## config.mk

```make
export PLATFORM = sky130hd
export DESIGN_NAME = shuffled_combined_lcg_generator
export DESIGN_NICKNAME = d
export VERILOG_FILES = /design/src/rtl/core/sclg_pkg.sv /design/src/rtl/core/sclg_lcg_pair.sv /design/src/rtl/core/shuffled_combined_lcg_generator.sv
export VERILOG_INCLUDE_DIRS = /design/src /design/src/rtl/core
export SDC_FILE = /design/constraint.sdc
export NUM_CORES = 2
export LEC_CHECK = 0
export ABC_AREA = 0
export BUFFER_PORTS_ARGS = -buffer_cell sky130_fd_sc_hd__buf_4
export CELL_PAD_IN_SITES_DETAIL_PLACEMENT = 1
export CELL_PAD_IN_SITES_GLOBAL_PLACEMENT = 1
export CORE_AREA = 2 2 367 369
export DETAILED_ROUTE_END_ITERATION = 7
export DIE_AREA = 0 0 369 371
export PLACE_DENSITY_LB_ADDON = 0.15
export SYNTH_ARGS = -nofsm -noshare
export SYNTH_HDL_FRONTEND = slang
export SYNTH_SLANG_ARGS = --single-unit
```

## constraint.sdc

```tcl
create_clock -name clk_i -period 11.35 [get_ports clk_i]
set_input_delay 1.7025 -clock clk_i [delete_from_list [all_inputs] [get_ports clk_i]]
set_output_delay 1.7025 -clock clk_i [all_outputs]
set_load 0.005 [all_outputs]
```

## src/rtl/core/shuffled_combined_lcg_generator_defines.svh

```systemverilog
// Assertion macros shared by the shuffled combined LCG generator RTL.
// No dependencies; included by the files that carry assertions.
`ifndef SHUFFLED_COMBINED_LCG_GENERATOR_DEFINES_SVH
`define SHUFFLED_COMBINED_LCG_GENERATOR_DEFINES_SVH

// Same-cycle implication, disabled while reset is asserted
`define SCLG_ASSERT_IMPL(label, clk, rst_n, ante, cons) \
  label: assert property (@(posedge clk) disable iff (!(rst_n)) (ante) |-> (cons)) \
    else $error("sclg: same-cycle check failed");

// Next-cycle implication, disabled while reset is asserted
`define SCLG_ASSERT_NEXT(label, clk, rst_n, ante, cons) \
  label: assert property (@(posedge clk) disable iff (!(rst_n)) (ante) |=> (cons)) \
    else $error("sclg: next-cycle check failed");

`endif

```

## src/rtl/core/sclg_pkg.sv

```systemverilog
// Constants and types of the shuffled combined LCG generator.
// No dependencies; used by sclg_lcg_pair and the top level.
package sclg_pkg;

  localparam int unsigned VAL_W    = 31;
  localparam int unsigned MUL_W    = 16;
  localparam int unsigned PROD_W   = VAL_W + MUL_W;

  localparam logic [31:0] MOD_ONE      = 32'd2147483563;
  localparam logic [31:0] MOD_TWO      = 32'd2147483399;
  localparam logic [15:0] MUL_ONE      = 16'd40014;
  localparam logic [15:0] MUL_TWO      = 16'd40692;
  // 2^31 modulo each modulus, used to fold the high product bits
  localparam logic [7:0]  FOLD_ONE     = 8'd85;
  localparam logic [7:0]  FOLD_TWO     = 8'd249;
  localparam logic [30:0] WRAP_SPAN    = 31'd2147483562;
  localparam logic [30:0] SECOND_RESET = 31'd123456789;

  localparam int unsigned DEF_TABLE_SIZE = 32;

  // both generator values, moved as one group
  typedef struct packed {
    logic [VAL_W-1:0] g1;
    logic [VAL_W-1:0] g2;
  } gen_pair_t;

endpackage

```

## src/rtl/core/sclg_lcg_pair.sv

```systemverilog
// Two-stage modular step of both generators: multiply, then fold and reduce.
// Depends on sclg_pkg.
module sclg_lcg_pair (
  input  logic                clk_i,
  input  sclg_pkg::gen_pair_t x_i,
  output sclg_pkg::gen_pair_t y_o
);
  import sclg_pkg::*;

  logic [PROD_W-1:0] prod1_q, prod2_q;
  logic [31:0]       sum1, sum2;
  logic [31:0]       red1, red2;

  // stage 1: products, registered every cycle
  always_ff @(posedge clk_i) begin
    prod1_q <= PROD_W'(x_i.g1) * PROD_W'(MUL_ONE);
    prod2_q <= PROD_W'(x_i.g2) * PROD_W'(MUL_TWO);
  end

  // stage 2: hi*2^31 + lo == hi*fold + lo (mod m); the sum stays below 2m
  always_comb begin
    sum1 = 32'(prod1_q[VAL_W-1:0])
         + 32'(prod1_q[PROD_W-1:VAL_W]) * 32'(FOLD_ONE);
    sum2 = 32'(prod2_q[VAL_W-1:0])
         + 32'(prod2_q[PROD_W-1:VAL_W]) * 32'(FOLD_TWO);
    red1 = (sum1 >= MOD_ONE) ? sum1 - MOD_ONE : sum1;
    red2 = (sum2 >= MOD_TWO) ? sum2 - MOD_TWO : sum2;
    y_o.g1 = red1[VAL_W-1:0];
    y_o.g2 = red2[VAL_W-1:0];
  end

endmodule

```

## src/rtl/core/shuffled_combined_lcg_generator.sv

```systemverilog
// Top level of the shuffled combined LCG generator (two LCGs plus shuffle table).
// Depends on sclg_pkg, sclg_lcg_pair and shuffled_combined_lcg_generator_defines.svh.
//
//  channel  | dir | tdata bits             | tuser bits
//  s_axis   | in  | [30:0] seed_value      | [0] command (1 = reseed, then draw)
//  m_axis   | out | [30:0] random_value    | -
//
// A draw runs from accept through a product stage, reduce plus table write and index
// compute before the next accept; the table read-modify-write sets this pace.
// A reseed (or the first draw after reset) runs TABLE_SIZE+8 steps of the first
// generator, each a product state and a reduce state, before the draw itself.
// Reset is asynchronous, active low; the table needs no clearing pass.
// A new transaction is taken while the previous result waits on m_axis.
`include "shuffled_combined_lcg_generator_defines.svh"

module shuffled_combined_lcg_generator #(
  parameter int unsigned TABLE_SIZE = sclg_pkg::DEF_TABLE_SIZE
) (
  input  logic        clk_i,
  input  logic        rst_ni,
  input  logic        s_axis_tvalid,
  output logic        s_axis_tready,
  input  logic [31:0] s_axis_tdata,   // [30:0] seed_value, [31] zero fill
  input  logic        s_axis_tuser,   // [0] command
  output logic        m_axis_tvalid,
  input  logic        m_axis_tready,
  output logic [31:0] m_axis_tdata    // [30:0] random_value, [31] zero fill
);
  import sclg_pkg::*;

  localparam int unsigned IW      = $clog2(TABLE_SIZE);
  localparam int unsigned CW      = $clog2(TABLE_SIZE + 8);
  localparam int unsigned DIVISOR = 1 + int'(WRAP_SPAN) / TABLE_SIZE;

  localparam logic [2:0] ST_IDLE     = 3'd0;
  localparam logic [2:0] ST_SEED_MUL = 3'd1;
  localparam logic [2:0] ST_SEED_RED = 3'd2;
  localparam logic [2:0] ST_SEED_IDX = 3'd3;
  localparam logic [2:0] ST_DRAW_MUL = 3'd4;
  localparam logic [2:0] ST_DRAW_RED = 3'd5;
  localparam logic [2:0] ST_DONE     = 3'd6;

  logic [2:0]       state_q, state_d;
  logic [VAL_W-1:0] g1_q, g1_d;
  logic [VAL_W-1:0] g2_q, g2_d;
  logic [VAL_W-1:0] last_q, last_d;
  logic [CW-1:0]    cnt_q, cnt_d;
  logic [IW-1:0]    idx_q, idx_d;
  logic             out_valid_q, out_valid_d;
  logic [VAL_W-1:0] out_data_q, out_data_d;

  gen_pair_t        lcg_in, lcg_out;
  logic             in_fire, need_seed, out_load;
  logic [VAL_W-1:0] seed_sat;
  logic signed [32:0] diff, wrap_val;

  logic [VAL_W-1:0] mem [TABLE_SIZE];
  logic [VAL_W-1:0] rd_q;
  logic             mem_we;
  logic [IW-1:0]    mem_waddr;
  logic [VAL_W-1:0] mem_wdata;

  // generator step unit
  assign lcg_in.g1 = g1_q;
  assign lcg_in.g2 = g2_q;

  sclg_lcg_pair u_lcg_pair (
    .clk_i (clk_i),
    .x_i   (lcg_in),
    .y_o   (lcg_out)
  );

  // shuffle table: one write port, one registered read port
  always_ff @(posedge clk_i) begin
    if (mem_we) begin
      mem[mem_waddr] <= mem_wdata;
    end
    rd_q <= mem[idx_q];
  end

  // input handshake and seed conditioning
  assign s_axis_tready = (state_q == ST_IDLE);
  assign in_fire       = s_axis_tvalid && s_axis_tready;
  assign need_seed     = s_axis_tuser || (g1_q == '0);

  always_comb begin
    if (!s_axis_tuser || s_axis_tdata[VAL_W-1:0] == '0) begin
      seed_sat = VAL_W'(1);
    end else if (s_axis_tdata[VAL_W-1:0] > WRAP_SPAN) begin
      seed_sat = WRAP_SPAN;
    end else begin
      seed_sat = s_axis_tdata[VAL_W-1:0];
    end
  end

  // entry minus second generator, wrapped into 1..WRAP_SPAN
  always_comb begin
    diff = $signed({2'b00, rd_q}) - $signed({2'b00, lcg_out.g2});
    if (diff < 33'sd1) begin
      wrap_val = diff + $signed({2'b00, WRAP_SPAN});
    end else begin
      wrap_val = diff;
    end
  end

  // table index: last output divided by DIVISOR, saturated to the top entry
  always_comb begin
    idx_d = '0;
    for (int k = 1; k < int'(TABLE_SIZE); k++) begin
      if ({2'b00, last_q} >= 33'(k) * 33'(DIVISOR)) begin
        idx_d = IW'(k);
      end
    end
  end

  // sequencer
  always_comb begin
    state_d     = state_q;
    g1_d        = g1_q;
    g2_d        = g2_q;
    last_d      = last_q;
    cnt_d       = cnt_q;
    out_valid_d = out_valid_q;
    out_data_d  = out_data_q;
    mem_we      = 1'b0;
    mem_waddr   = idx_q;
    mem_wdata   = lcg_out.g1;
    out_load    = 1'b0;

    if (m_axis_tready) begin
      out_valid_d = 1'b0;
    end

    case (state_q)
      ST_IDLE: begin
        if (in_fire) begin
          if (need_seed) begin
            g1_d    = seed_sat;
            g2_d    = seed_sat;
            cnt_d   = CW'(TABLE_SIZE + 7);
            state_d = ST_SEED_MUL;
          end else begin
            state_d = ST_DRAW_MUL;
          end
        end
      end
      ST_SEED_MUL: begin
        state_d = ST_SEED_RED;
      end
      ST_SEED_RED: begin
        // warm-up step; the last TABLE_SIZE steps fill the table top down
        g1_d = lcg_out.g1;
        if (cnt_q < CW'(TABLE_SIZE)) begin
          mem_we    = 1'b1;
          mem_waddr = cnt_q[IW-1:0];
        end
        if (cnt_q == '0) begin
          last_d  = lcg_out.g1;
          state_d = ST_SEED_IDX;
        end else begin
          cnt_d   = cnt_q - CW'(1);
          state_d = ST_SEED_MUL;
        end
      end
      ST_SEED_IDX: begin
        state_d = ST_DRAW_MUL;
      end
      ST_DRAW_MUL: begin
        state_d = ST_DRAW_RED;
      end
      ST_DRAW_RED: begin
        g1_d    = lcg_out.g1;
        g2_d    = lcg_out.g2;
        mem_we  = 1'b1;
        last_d  = wrap_val[VAL_W-1:0];
        state_d = ST_DONE;
      end
      ST_DONE: begin
        if (!out_valid_q || m_axis_tready) begin
          out_load    = 1'b1;
          out_valid_d = 1'b1;
          out_data_d  = last_q;
          state_d     = ST_IDLE;
        end
      end
      default: begin
        state_d = ST_IDLE;
      end
    endcase
  end

  // control registers
  always_ff @(posedge clk_i or negedge rst_ni) begin
    if (!rst_ni) begin
      state_q     <= ST_IDLE;
      g1_q        <= '0;
      g2_q        <= SECOND_RESET;
      out_valid_q <= 1'b0;
    end else begin
      state_q     <= state_d;
      g1_q        <= g1_d;
      g2_q        <= g2_d;
      out_valid_q <= out_valid_d;
    end
  end

  // payload registers
  always_ff @(posedge clk_i) begin
    last_q     <= last_d;
    cnt_q      <= cnt_d;
    idx_q      <= idx_d;
    out_data_q <= out_data_d;
  end

  assign m_axis_tvalid = out_valid_q;
  assign m_axis_tdata  = {1'b0, out_data_q};

  // checks
  `SCLG_ASSERT_IMPL(a_wrap_range, clk_i, rst_ni, state_q == ST_DRAW_RED, wrap_val >= 33'sd1 && wrap_val <= $signed({2'b00, WRAP_SPAN}))
  `SCLG_ASSERT_IMPL(a_gen_reduced, clk_i, rst_ni, state_q == ST_DRAW_RED, 32'(lcg_out.g1) < MOD_ONE && 32'(lcg_out.g2) < MOD_TWO)
  `SCLG_ASSERT_IMPL(a_seed_nonzero, clk_i, rst_ni, state_q == ST_SEED_RED, lcg_out.g1 != '0)
  `SCLG_ASSERT_NEXT(a_out_loaded, clk_i, rst_ni, out_load, m_axis_tvalid && m_axis_tdata[VAL_W-1:0] == $past(last_q))

endmodule

```

==> results.cfg <==
[place]
port_buffers = 68
placed_cell_area_um2 = 76000
hpwl_mm = 150
gp_congestion = 0.915

[sta]
setup_viol = 0
slew_headroom_pct = 17.8
rsz0062_at_grt = false
hold_violations = 0
fin_setup_tns_ns = 0
period_share_pct = 95.9
fmax_ghz = 0.0918
worstMarginPinSlew_ns = 1.22
slew_viol_final = 0
finClkSkew_ns = 0.0354
min_period_ns = 10.89

[synthesis]
yosysMostFrequentCell = edfxtp_1
synth_top_area_share_pct = 43.9
ys_seq_area_share_pct = 49.7
yosys.area_share.simple_pct = 5.73
synth_top_area_cell = edfxtp_1
synth_cell_type_count = 97
synth-seq-cells = 1253
synth-edff-count = 1060
yosys-top-cells-area = edfxtp_1, fa_1, mux4_2, ha_1, dfxtp_1
async_reset_ff_share_pct = 5.27
yosysWarnings = 0
syn_area_um2 = 72600
synth_compound_area_share_pct = 6.75
synthXorXnorAreaFrac_pct = 2.61
synth.top_cells.by_count = edfxtp_1, inv_1, ha_1, fa_1, mux4_2
syn-num-nets = 6150
synth_top_family_by_area = adder cells
synth_cells = 5174
synthMuxAreaShare_pct = 10.3
synthFlopType = edfxtp_1
syn_area_per_cell_um2 = 14.0
synth_fa_ha_area_share_pct = 20.8

[setup_path]
cp_slowest_cell = fa_1
cp-end-kind = register
worstSetupStartpointType = register
startpoint = u_lcg_pair.prod2_q[32]
critPathKind = register to register
max_stage_delay_ns = 0.57
worstPathRequired_ns = 11.89
r2r_start = u_lcg_pair.prod2_q[32]
cp_max_fo = 29
worstPathArrival_ns = 11.43

[routing]
firstDrtPassIters = 5
routed_wirelength_mm = 218
drt_iter0_drc = 4443
ant_nets = 0
wl_per_cell_um = 30.2
num_vias = 45500
drc = 0
post_drt_via_cell_ratio = 6.32

[global_route]
grt_first_pass_wirelength_mm = 324
grt_max_degree = 136
grt.total_usage_pct = 32.7
grt_pass1_vias = 48300
grt_overflow = 0
antenna_found_initial = 14

[clock_network]
insertion_delay_ns = 0.77
hold_buffers = 0
htree_num_levels = 4
cts_buffers = 133
cts_max_path_buffers = 3
clock-sinks = 1253
root_buffer = clkbuf_16
cts.reportedPaths.clkPinSlew_ns = 0.06
cts_tree = yes

[cells_and_area]
fin_nets = 6292
fill_cells = 12700
finish.utilization_pct = 60.5
syn_to_final_growth_pct = 10.7
finalInstanceArea_um2 = 80300
layout-drive-gt1-share_pct = 15.5

[worst_hold_path]
hold_path_class = register to register
hold_start = last_q[0]

[die]
io_pins = 71
die_w_um = 369
rows = 134
core_um2 = 133000
dieArea_um2 = 137000
start_util_pct = 54.7
fp.dieH_um = 371

[status]
status = completed

[job]
maxCapViolCount = 0
==> flip-flops by register name (all words and copies together) (netlist names) <==
register / cells
idx_q: 5
cnt_q: 6
u_lcg_pair.prod1_q: 46
state_q: 3
g1_q: 31
m_axis_tvalid: 1
g2_q: 31
mem: 992
last_q: 31
rd_q: 31
out_data_q: 31
u_lcg_pair.prod2_q: 45
==> stage by stage <==
step                worst slack, ns  std cells  hold slack, ns
floorplan                      1.69       5174           0.424
CTS                           0.205       7190           0.469
detailed placement            0.249       6948           0.450
global route               0.000498       7199           0.471
global placement              0.590       6948           0.436
finish                        0.461       7203           0.480
==> path summary, 6_finish.rpt <==
path                                  to  slack [ns]  depth (start not counted)
min                        out_data_q[0]        0.48                          0
min reg2reg                out_data_q[0]        0.48                          0
max                            last_q[5]        0.46                         36
min in group asynchronous        g2_q[1]        1.07                          1
max in group asynchronous        g1_q[2]        9.60                          1
max reg2reg                    last_q[5]        0.46                         36
==> kinds of logic (layout without fill, tap and decap cells) <==
kind of cell	after synthesis	count (layout)
other cells	1	13
xor+xnor	216	216
mux	355	355
compound gates	760	760
flops	1253	1253
fa+ha+maj	940	940
simple gates	856	856
buf+inv	793	1042
==> what timing repair did <==
| action | in CTS | in global routing |
|---|---|---|
| resized for setup | 0 | 7 |
| setup buffers | 0 | 1 |
| endpoints found under the setup margin | 0 | 29 |
==> worst max-delay path, delay by kind of cell (launching register included) <==
family	cells	cell delay, ns
AOI/OAI and AO/OA	12	3.83
buffers and inverters	6	0.86
DFF	1	0.45
and+or+nand+nor	9	1.97
xor gates and xnor gates	2	0.44
adders and majority gates	7	3.12
==> routing by layer <==
layer	wire length [um]	share of wire (%)	global-route usage, %	up-vias
met4	8210	3.8	11.8	4
met3	18200	8.3	5.56	372
met1	85700	39	44.4	23800
met2	106000	49	53.4	2057
li1	-	-	-	19200
met5	28	0.013	0	-
==> final cells by class <==
| cell class | count | area, um2 | area share [%] |
|---|---|---|---|
| sequential | 1253 | 36100 | 44.9 |
| multi-input combinational | 3128 | 34100 | 42.5 |
| clock buffer | 174 | 3510 | 4.37 |
| inverter | 626 | 2350 | 2.93 |
| tap | 1768 | 2210 | 2.75 |
| timing repair buffer | 174 | 1320 | 1.65 |
| clock inverter | 68 | 713 | 0.888 |
| antenna | 12 | 30.0 | 0.0374 |
==> placed cells by master (no fill, tap or decap), drive strengths merged, types with 23 or more instances in the layout <==
master / n
fa: 445
mux2: 36
a211oi: 34
a31oi: 64
nand2: 220
nand3: 75
and3: 36
nand2b: 23
o21a: 31
xor2: 73
a21o: 64
o21ai: 172
nand4: 51
clkbuf: 174
mux4: 310
edfxtp: 1060
a21oi: 211
dfrtp: 50
buf: 174
dfxtp: 127
ha: 494
o21bai: 29
clkinv: 49
nor2b: 32
inv: 633
xnor2: 143
nor2: 248
nor3: 57
Power is left out: the tool's default activity adds up to more than one toggle a clock period on the data nets, which glitch-free logic cannot reach.
